===== src/rtl/ptpd_pkg.sv =====
// Package for the path traversal pattern detector.
// Holds the byte width, the traversal pattern table and the pattern lengths.
// No dependencies.
package ptpd_pkg;

	localparam int BYTE_W      = 8;
	localparam int PAT_COUNT   = 10;
	localparam int PAT_MAX_LEN = 15;
	localparam int LEN_W       = $clog2(PAT_MAX_LEN + 1);

	typedef logic [BYTE_W*PAT_MAX_LEN-1:0] pat_text_t;
	typedef logic [LEN_W-1:0]              pat_len_t;

	// Each entry is right aligned: bits [7:0] hold the final character,
	// byte k holds the character k positions before it.
	localparam pat_text_t PAT_TEXT [PAT_COUNT] = '{
		pat_text_t'("../"),
		pat_text_t'("%2e%2e%2f"),
		pat_text_t'("%2e%2e/"),
		pat_text_t'("..%2f"),
		pat_text_t'("%2e%2e%5c"),
		pat_text_t'("%2e%2e\\"),
		pat_text_t'("..%5c"),
		pat_text_t'("%252e%252e%255c"),
		pat_text_t'("..%255c"),
		pat_text_t'("..\\")
	};

	localparam pat_len_t PAT_LEN [PAT_COUNT] = '{
		pat_len_t'(3), pat_len_t'(9), pat_len_t'(7), pat_len_t'(5), pat_len_t'(9),
		pat_len_t'(7), pat_len_t'(5), pat_len_t'(15), pat_len_t'(7), pat_len_t'(3)
	};

endpackage


===== src/rtl/path_traversal_pattern_detector.sv =====
// Top level of the path traversal pattern detector.
// Depends on ptpd_pkg for the pattern table and byte width.
//
// Usage:
//   Slave stream: one path character per item on s_axis_tdata, with
//   s_axis_tlast high on the final character of the path.
//   Master stream: one item per path, sent after its final character;
//   m_axis_tdata[0] is set when any traversal pattern occurred anywhere
//   in the path.
//   Each incoming character is registered, then compared against all ten
//   patterns using the registered history window; the result goes into
//   the output register. A final character's result is loaded there as
//   the character leaves the input register. Throughput is one character
//   per cycle while no result waits on a stalled receiver; the parallel
//   pattern compare in the match stage sets that figure.
//   Reset clears the history window, the sticky hit flag and all valid
//   flags. When the receiver stalls with a result waiting, the match
//   stage holds and the input register still takes one more character;
//   s_axis_tready drops only when both are full.
//   After a final character the window and the hit flag are cleared, so
//   no pattern spans two paths.
module path_traversal_pattern_detector #(
	parameter int LONGEST_PATTERN = 15
) (
	input  logic                          clk,
	input  logic                          arst_n,
	// tdata fields from bit 0: path_byte[7:0]
	input  logic [ptpd_pkg::BYTE_W-1:0]   s_axis_tdata,
	// tlast: end_of_path
	input  logic                          s_axis_tlast,
	input  logic                          s_axis_tvalid,
	output logic                          s_axis_tready,
	// tdata fields from bit 0: traversal_found[0], zero fill [7:1]
	output logic [ptpd_pkg::BYTE_W-1:0]   m_axis_tdata,
	output logic                          m_axis_tvalid,
	input  logic                          m_axis_tready
);
	import ptpd_pkg::*;

	localparam int WIN_DEPTH = LONGEST_PATTERN - 1;

	logic [BYTE_W-1:0] window_q [WIN_DEPTH];
	logic              hit_q;
	logic [BYTE_W-1:0] byte_s1;
	logic              last_s1;
	logic              valid_s1;
	logic              found_q;
	logic              out_valid_q;

	logic              advance;
	logic [BYTE_W-1:0] recent [LONGEST_PATTERN];
	logic [PAT_COUNT-1:0] pat_hit;
	logic              hit_next;

	// Match stage moves when the output register is free or being drained
	assign advance       = !out_valid_q || m_axis_tready;
	assign s_axis_tready = !valid_s1 || advance;

	// Input register
	always_ff @(posedge clk or negedge arst_n) begin
		if (!arst_n) begin
			valid_s1 <= 1'b0;
		end else if (s_axis_tready) begin
			valid_s1 <= s_axis_tvalid;
		end
	end

	always_ff @(posedge clk) begin
		if (s_axis_tready && s_axis_tvalid) begin
			byte_s1 <= s_axis_tdata;
			last_s1 <= s_axis_tlast;
		end
	end

	// Build the history view: current byte first, then older bytes
	always_comb begin
		recent[0] = byte_s1;
		for (int k = 1; k < LONGEST_PATTERN; k++) begin
			recent[k] = window_q[k-1];
		end
	end

	// Compare against every pattern in parallel
	always_comb begin
		for (int p = 0; p < PAT_COUNT; p++) begin
			pat_hit[p] = 1'b1;
			for (int k = 0; k < PAT_MAX_LEN; k++) begin
				if (k < int'(PAT_LEN[p]) && recent[k] != PAT_TEXT[p][BYTE_W*k +: BYTE_W]) begin
					pat_hit[p] = 1'b0;
				end
			end
		end
	end

	assign hit_next = hit_q | (|pat_hit);

	// Advance the window and sticky flag; clear both at end of path
	always_ff @(posedge clk or negedge arst_n) begin
		if (!arst_n) begin
			for (int k = 0; k < WIN_DEPTH; k++) begin
				window_q[k] <= '0;
			end
			hit_q <= 1'b0;
		end else if (valid_s1 && advance) begin
			if (last_s1) begin
				for (int k = 0; k < WIN_DEPTH; k++) begin
					window_q[k] <= '0;
				end
				hit_q <= 1'b0;
			end else begin
				window_q[0] <= byte_s1;
				for (int k = 1; k < WIN_DEPTH; k++) begin
					window_q[k] <= window_q[k-1];
				end
				hit_q <= hit_next;
			end
		end
	end

	// Output register
	always_ff @(posedge clk or negedge arst_n) begin
		if (!arst_n) begin
			out_valid_q <= 1'b0;
		end else if (advance) begin
			out_valid_q <= valid_s1 && last_s1;
		end
	end

	always_ff @(posedge clk) begin
		if (advance && valid_s1 && last_s1) begin
			found_q <= hit_next;
		end
	end

	assign m_axis_tvalid = out_valid_q;
	assign m_axis_tdata  = {{(BYTE_W-1){1'b0}}, found_q};

`ifndef SYNTHESIS
	// Input side stalls only when both stages are full and the output is blocked
	a_ready_stall: assert property (@(posedge clk) disable iff (!arst_n)
		!s_axis_tready |-> (valid_s1 && out_valid_q && !m_axis_tready))
		else $error("input stalled without a blocked output");

	// A final character always produces a result next cycle
	a_last_result: assert property (@(posedge clk) disable iff (!arst_n)
		(valid_s1 && advance && last_s1) |=> m_axis_tvalid)
		else $error("final character produced no result");

	// The sticky flag is clear once a path ends
	a_hit_clear: assert property (@(posedge clk) disable iff (!arst_n)
		(valid_s1 && advance && last_s1) |=> !hit_q)
		else $error("hit flag survived end of path");

	// Non-final characters never create a result
	a_no_spurious: assert property (@(posedge clk) disable iff (!arst_n)
		(advance && !(valid_s1 && last_s1)) |=> !m_axis_tvalid)
		else $error("result without a final character");
`endif

endmodule

===== config.mk =====
export PLATFORM = sky130hd
export DESIGN_NAME = path_traversal_pattern_detector
export DESIGN_NICKNAME = d
export VERILOG_FILES = /design/src/rtl/ptpd_pkg.sv /design/src/rtl/path_traversal_pattern_detector.sv
export SDC_FILE = /design/constraint.sdc
export NUM_CORES = 1
export LEC_CHECK = 0
export BUFFER_PORTS_ARGS = -buffer_cell sky130_fd_sc_hd__buf_4
export CORE_MARGIN = 5
export CORE_UTILIZATION = 40
export DETAILED_ROUTE_END_ITERATION = 8
export PLACE_DENSITY_LB_ADDON = 0.2
export SLEW_MARGIN = 20
export SYNTH_ARGS = -nofsm -noshare
export SYNTH_HDL_FRONTEND = slang
export SYNTH_SLANG_ARGS = --single-unit

===== constraint.sdc =====
create_clock -name clk -period 2.4 [get_ports clk]
set_clock_uncertainty 0.2 [all_clocks]
set_input_delay 0.12 -clock clk [delete_from_list [all_inputs] [get_ports clk]]
set_output_delay 0.12 -clock clk [all_outputs]
set_load 0.01 [all_outputs]

# ---- Yosys cells after proc, flatten, opt, wreduce, memory -nomap -nowiden
# Cells that the tools add are included.
dict set report op_classes {
  muxes 57
  n_reduce_logical 9
  bitwise_logic 1
  eq_ne 38
}
# operator n
set ops {}
lappend ops {{$ne 8x6->1 const B} 29}
lappend ops {{$mux 112} 1}
lappend ops {{$ne 8x7->1 const B} 9}
lappend ops {{$mux 1} 56}
lappend ops {{$reduce_or 10->1} 1}
lappend ops {{$logic_and 1x1->1} 4}
lappend ops {{$logic_not 1->1} 2}
lappend ops {{$logic_or 1x1->1} 2}
lappend ops {{$or 1x1->1} 1}
dict set report word_totals {
  register_bits 125
  input_bits 13
  out_inout_bits 10
  wordCells 125
}

# ---- Logic depth before layout (Yosys ltp)
dict set report depth {
  word_depth 19
  depth_mapped 7
  depth_no_buf 6
}

# ---- Worst setup path before layout
# Ideal clock, no wire load.
dict set report synth_timing {
  path_type {register -> register}
  start {reg window_q (netlist bit recent[98])}
  end {reg found_q (data pin)}
  period_less_slack_ns 1.997
  arrival_time_ns 1.665
  n_path_buf 0
  path_stages_with_launch 7
  t_required_ns 2.068
  setup_slack_ns 0.403
  cell_sequence {dfrtp_1 > nor4b_2 > nand4_1 > or4_1 > a221oi_2 > a211oi_1 > nand2_1}
}
dict set report synth_via {
  elab_chain_cells 16
  word_cells_on_any_way 51
  cone_classes {eq/ne (4); mux (45); bitwise (1); reduce/logical (1)}
}
# item line
set synth_rtl {}
lappend synth_rtl {{from (decl)} path_traversal_pattern_detector.sv:42} ;# logic [BYTE_W-1:0] window_q [WIN_DEPTH];
lappend synth_rtl {{from (signal, indexed assignment)} path_traversal_pattern_detector.sv:113} ;# window_q[k] <= window_q[k-1];
lappend synth_rtl {{$ne 8x6->1} path_traversal_pattern_detector.sv:88} ;# if (k < int'(PAT_LEN[p]) && recent[k] != PAT_TEXT[p][BYTE_W*k +: BYTE_W]) begin
lappend synth_rtl {{$mux 1 (13 in a row)} path_traversal_pattern_detector.sv:88}
lappend synth_rtl {{$reduce_or 10->1 *} path_traversal_pattern_detector.sv:95} ;# assign hit_next = hit_q | (|pat_hit);
lappend synth_rtl {{$or 1x1->1 *} path_traversal_pattern_detector.sv:95}
lappend synth_rtl {{via hit_next} path_traversal_pattern_detector.sv:53} ;# logic hit_next;
lappend synth_rtl {{to (signal assigned)} path_traversal_pattern_detector.sv:131} ;# found_q <= hit_next;
lappend synth_rtl {{to (decl)} path_traversal_pattern_detector.sv:47} ;# logic found_q;
# Mark *: on every way through the listed nets, which the timed path passes. The rest lies on a longest branch.
# A chain may end at the register's enable or synchronous reset.

# ---- Worst setup path after layout
dict set report layout_timing {
  start {reg window_q (netlist bit recent[78])}
  end {reg found_q (data pin)}
}
dict set report layout_via {
  elab_chain_cells 13
  word_cells_on_any_way 30
  cone_classes {eq/ne (4); mux (24); bitwise (1); reduce/logical (1)}
}
# item line
set layout_rtl {}
lappend layout_rtl {{$ne 8x7->1} path_traversal_pattern_detector.sv:88}
lappend layout_rtl {{$mux 1 (10 in a row)} path_traversal_pattern_detector.sv:88}
lappend layout_rtl {{$reduce_or 10->1 *} path_traversal_pattern_detector.sv:95}
lappend layout_rtl {{$or 1x1->1 *} path_traversal_pattern_detector.sv:95}
lappend layout_rtl {{via hit_next} path_traversal_pattern_detector.sv:53}
# Marked as above.

==> flow_results.org <==
** Worst setup path
- The critical path in this run is classified as reg2reg.
- In this run the critical register-to-register path is captured at found_q.
- At the worst endpoint, the arrival time is 2.31 ns.
- Capture point of the worst path :: found_q
- Reg2reg setup slack :: about 0.18 ns
- Timing startpoint of the critical path :: recent[78]
- Critical path fanouts, max :: 5
- Required time worst endpoint :: 2.49 ns
- The worst register-to-register path has a depth of 6.
- Critical Path End Type :: flip-flop
- The worst register-to-register path begins at recent[78].
- STA classifies the critical path startpoint as a flip-flop.

** Timing
- Measured against its own limit, the worst slew margin works out to 0.5710.
- Final critical-path share of the clock period :: 0.9247
- Setup repair after global routing missed its margin :: false
- Setup violations remaining at the end of the flow were counted as 0.
- Transition time at the pin with the least slew margin :: 0.6435 ns
- Setup total negative slack on the finished layout was measured at 0 ns.
- The max-slew violation total from the final report was 0.
- Static timing analysis puts the maximum clock frequency at 450.6 MHz.
- Hold violation count in the final report :: 0
- Minimum period implied by the final worst setup slack :: ~2.2 ns

** Final layout
- Antenna diode count :: 0
- NumNets Final :: between 600 and 700
- The multi-input combinational cells in the finished layout cover a total of 2146 um^2.
- Utilization of the core after routing :: 0.4946
- Across the whole layout, storage elements account for 3178 um^2.
- Excluding fillers, the count of instances in the completed layout stands at just over 800.
- Relative to the synthesized area, the layout overhead comes to 20.02%.
- Count of filler cells inserted in the layout :: 1283
- Fraction of layout instances using a drive strength above 1 :: 0.1024

** Global route
- The first global-routing pass estimated roughly 21000 um of wire.
- The via count of the first global-routing pass came to 4093.
- The initial antenna violation count was 0.
- Maximum number of pins on one net before global-route repair :: 83
- Global routing finished with a remaining overflow of 0.
- For this run, the total global-route usage over all layers was measured as 0.1649.

** Clocking
- Total number of clock tree sinks :: 125
- Clock-pin slew was measured on the worst setup and hold paths at 0.05 ns.
- Post-CTS repair changed the size of 0 cells.
- The tree is rooted in a sky130_fd_sc_hd__clkbuf_16.
- Clock tree synthesis inserted a total of 17 buffers.
- The H-tree was split into 4 levels.
- Buffer depth of the longest clock path :: 2
- TritonCTS clock tree :: built
- Worst-skew pair later-pin latency :: around 0.42 ns

** Detailed routing
- Post-detailed-route DRC marker count :: 0
- The detailed router finished its first iteration with 319 violations.
- Summed over all layers, the routed wires come to 12330 um.
- Using the TritonRoute via totals, the vias-per-cell ratio works out to 5.085.
- In the final routed layout, each cell accounts on average for 15.21 um.
- Total number of vias :: 4124
- DR pass1 iterations :: 4
- In this run the remaining antenna-violating nets after routing total 0.

** Pwr
- Share of total power consumed by net switching :: 0.2258
- Power, Total :: 5.414 mW
- Of the total power, registers draw 0.424.
- Power per Cell Area :: approximately 800 nW/um^2
- Relative contribution of the clock network to total power :: 0.507
- The worst-case IR drop observed on VDD is 0.0004901 V.
- Internal power :: 4.191 mW
- For this design the total switching power over the nets is about 1.2 mW.
- Leakage power :: 2.695 nW
- Of the total power, combinational logic draws 0.068.

** Flow run
- Max-capacitance violation count :: 0

** Logic synthesis
- Post-synth cell types :: 38
- Proportion of synthesized chip area in sequential cells :: 0.5778
- Share of async-settable or async-resettable flops after synthesis :: 0.9200
- Most used flip-flop cell after synthesis :: sky130_fd_sc_hd__dfrtp_1
- Total of flip-flops plus latches after synthesis :: 125
- EDFF count, synth :: 10
- Averaged over all synthesized cells, the footprint is 9.106 um^2.
- Area share of the largest cell type after synthesis :: 0.5232
- Syn. warnings :: 0
- Leading cell types by count after synthesis :: 232 x sky130_fd_sc_hd__nand2_1, 115 x sky130_fd_sc_hd__dfrtp_1, 112 x sky130_fd_sc_hd__o21ai_0
- Number of instances in the synthesized netlist :: 604
- In the post-synthesis netlist, the cell with the most instances is sky130_fd_sc_hd__nand2_1.
- Synth top area cells :: sky130_fd_sc_hd__dfrtp_1 52%, sky130_fd_sc_hd__nand2_1 16%, sky130_fd_sc_hd__o21ai_0 10%
- The mapped netlist covers 5500 um^2.
- Of all cell types, the one taking the most synthesized area is sky130_fd_sc_hd__dfrtp_1.

** Hold path
- In this run the worst hold path is classified as in2async.

** Floorplan
- Floorplan die width :: 127.3 um
- The initial utilization of the core area, before any placement, comes to 0.4121.
- Number of standard-cell rows in the floorplan :: 42
- Die footprint :: ~16000 um^2
- For this design the top-level I/O count stands at 23.
- The floorplan step defined a core boundary enclosing roughly 13000 um^2.
- Die Span Y :: approximately 130 um

** Place
- The congestion estimate from routability-driven global placement came to 0.8819.
- Placed cells :: 766
- I/O Buffers :: 15
- Half-perimeter wire length after placement :: 8176 um

** Run status
- The flow ran to the end, and the final reports show no timing, DRC or antenna violations.
-- how the worst min path moves through the flow --
stage,to,cells past startpoint,slack (ns)
finish,recent[67],2,0.07
global route,recent[67],2,0.13
CTS,recent[67],2,0.08
detailed placement,recent[8],1,-0.01
global placement,recent[15],1,-0.02
floorplan,hit_q,0,-0.38
-- cell usage in the layout (no fill, tap or decap), types with 2 or more instances in the layout --
master	Yosys	layout
sky130_fd_sc_hd__clkbuf_16	0	17
sky130_fd_sc_hd__bufinv_16	0	3
sky130_fd_sc_hd__nand2_1	232	231
sky130_fd_sc_hd__nor3_1	3	3
sky130_fd_sc_hd__dfrtp_1	115	115
sky130_fd_sc_hd__nor4b_1	12	12
sky130_fd_sc_hd__nand3_1	3	3
sky130_fd_sc_hd__dlygate4sd3_1	0	13
sky130_fd_sc_hd__o21ai_0	112	112
sky130_fd_sc_hd__or4b_1	2	2
sky130_fd_sc_hd__nor2_1	5	5
sky130_fd_sc_hd__edfxtp_1	10	10
sky130_fd_sc_hd__a2bb2o_1	2	2
sky130_fd_sc_hd__nand3b_1	3	3
sky130_fd_sc_hd__buf_12	0	7
sky130_fd_sc_hd__and4b_1	3	3
sky130_fd_sc_hd__conb_1	1	7
sky130_fd_sc_hd__nand4_1	12	12
sky130_fd_sc_hd__nand4b_1	2	2
sky130_fd_sc_hd__clkbuf_8	0	8
sky130_fd_sc_hd__nand2b_1	2	2
sky130_fd_sc_hd__nor3b_1	3	3
sky130_fd_sc_hd__buf_4	8	18
sky130_fd_sc_hd__nor4bb_1	8	8
sky130_fd_sc_hd__clkbuf_1	36	2
sky130_fd_sc_hd__nor2b_1	6	6
sky130_fd_sc_hd__and4bb_2	4	4
sky130_fd_sc_hd__clkinv_2	0	3
sky130_fd_sc_hd__nor4_1	5	5
-- critical path, stage by stage, from the launching register on --
cell,delay [ns]
sky130_fd_sc_hd__dfrtp_1,0.40
sky130_fd_sc_hd__nor4_1,0.32
sky130_fd_sc_hd__nand3_1,0.16
sky130_fd_sc_hd__or4_1,0.55
sky130_fd_sc_hd__a221oi_2,0.28
sky130_fd_sc_hd__a211oi_1,0.11
sky130_fd_sc_hd__nand2_1,0.08
-- power by group through the flow --
stage | registers (mW) | clock network (mW) | logic (mW)
3_5_place_dp | 2.33 | 0 | 0.358
3_3_place_gp | 2.33 | 0 | 0.351
2_1_floorplan | 2.30 | 0 | 0.226
6_report | 2.30 | 2.75 | 0.370
5_1_grt | 2.31 | 2.90 | 0.421
4_1_cts | 2.30 | 2.81 | 0.376
-- routing by layer --
layer  part of all wire  vias up  global-route usage
met5                  0        -                   0
met4              0.018        0             0.07886
met3              0.027       16             0.03756
met2               0.49       49              0.2670
met1               0.46     1981              0.2098
li1                   -     2078                   -
-- area by class of cell --
| class | count | area share |
|---|---|---|
| Multi-Input combinational cell | 438 | 0.3251 |
| Tap cell | 176 | 0.03336 |
| Timing Repair Buffer | 38 | 0.06141 |
| Clock buffer | 27 | 0.08226 |
| Clock inverter | 5 | 0.01516 |
| Inverter | 2 | 0.001327 |
| Sequential cell | 125 | 0.4814 |
-- sequential cells by signal (all words and copies together), names as in the netlist --
signal / cells
byte_s1: 8
found_q: 1
hit_q: 1
last_s1: 1
m_axis_tvalid: 1
recent: 112
valid_s1: 1
-- kinds of logic after synthesis --
group	synth area share
AO/OA/AOI/OAI	0.1149
buffers and inverters	0.03753
flip-flops	0.5778
other	0.0006818
AND/OR/NAND/NOR	0.2691
-- stage by stage --
stage / setup WS [ns] / hold WS (ns) / area, um^2
4_1_cts: 0.1807 / 0.07571 / 6601
6_report: 0.1806 / 0.07270 / 6601
3_3_place_gp: 0.2333 / -0.02030 / 5828
2_1_floorplan: 0.4030 / -0.3756 / 5523
3_5_place_dp: 0.2031 / -0.01167 / 5828
5_1_grt: 0.1062 / 0.1326 / 6601
-- what timing repair did --
| item | CTS | global route |
|---|---|---|
| buffers inserted | 0 | 0 |
| hold endpoints to repair | 112 | 0 |
| hold buffers | 13 | 0 |
No activity file was read; power rests on OpenSTA's default activity.
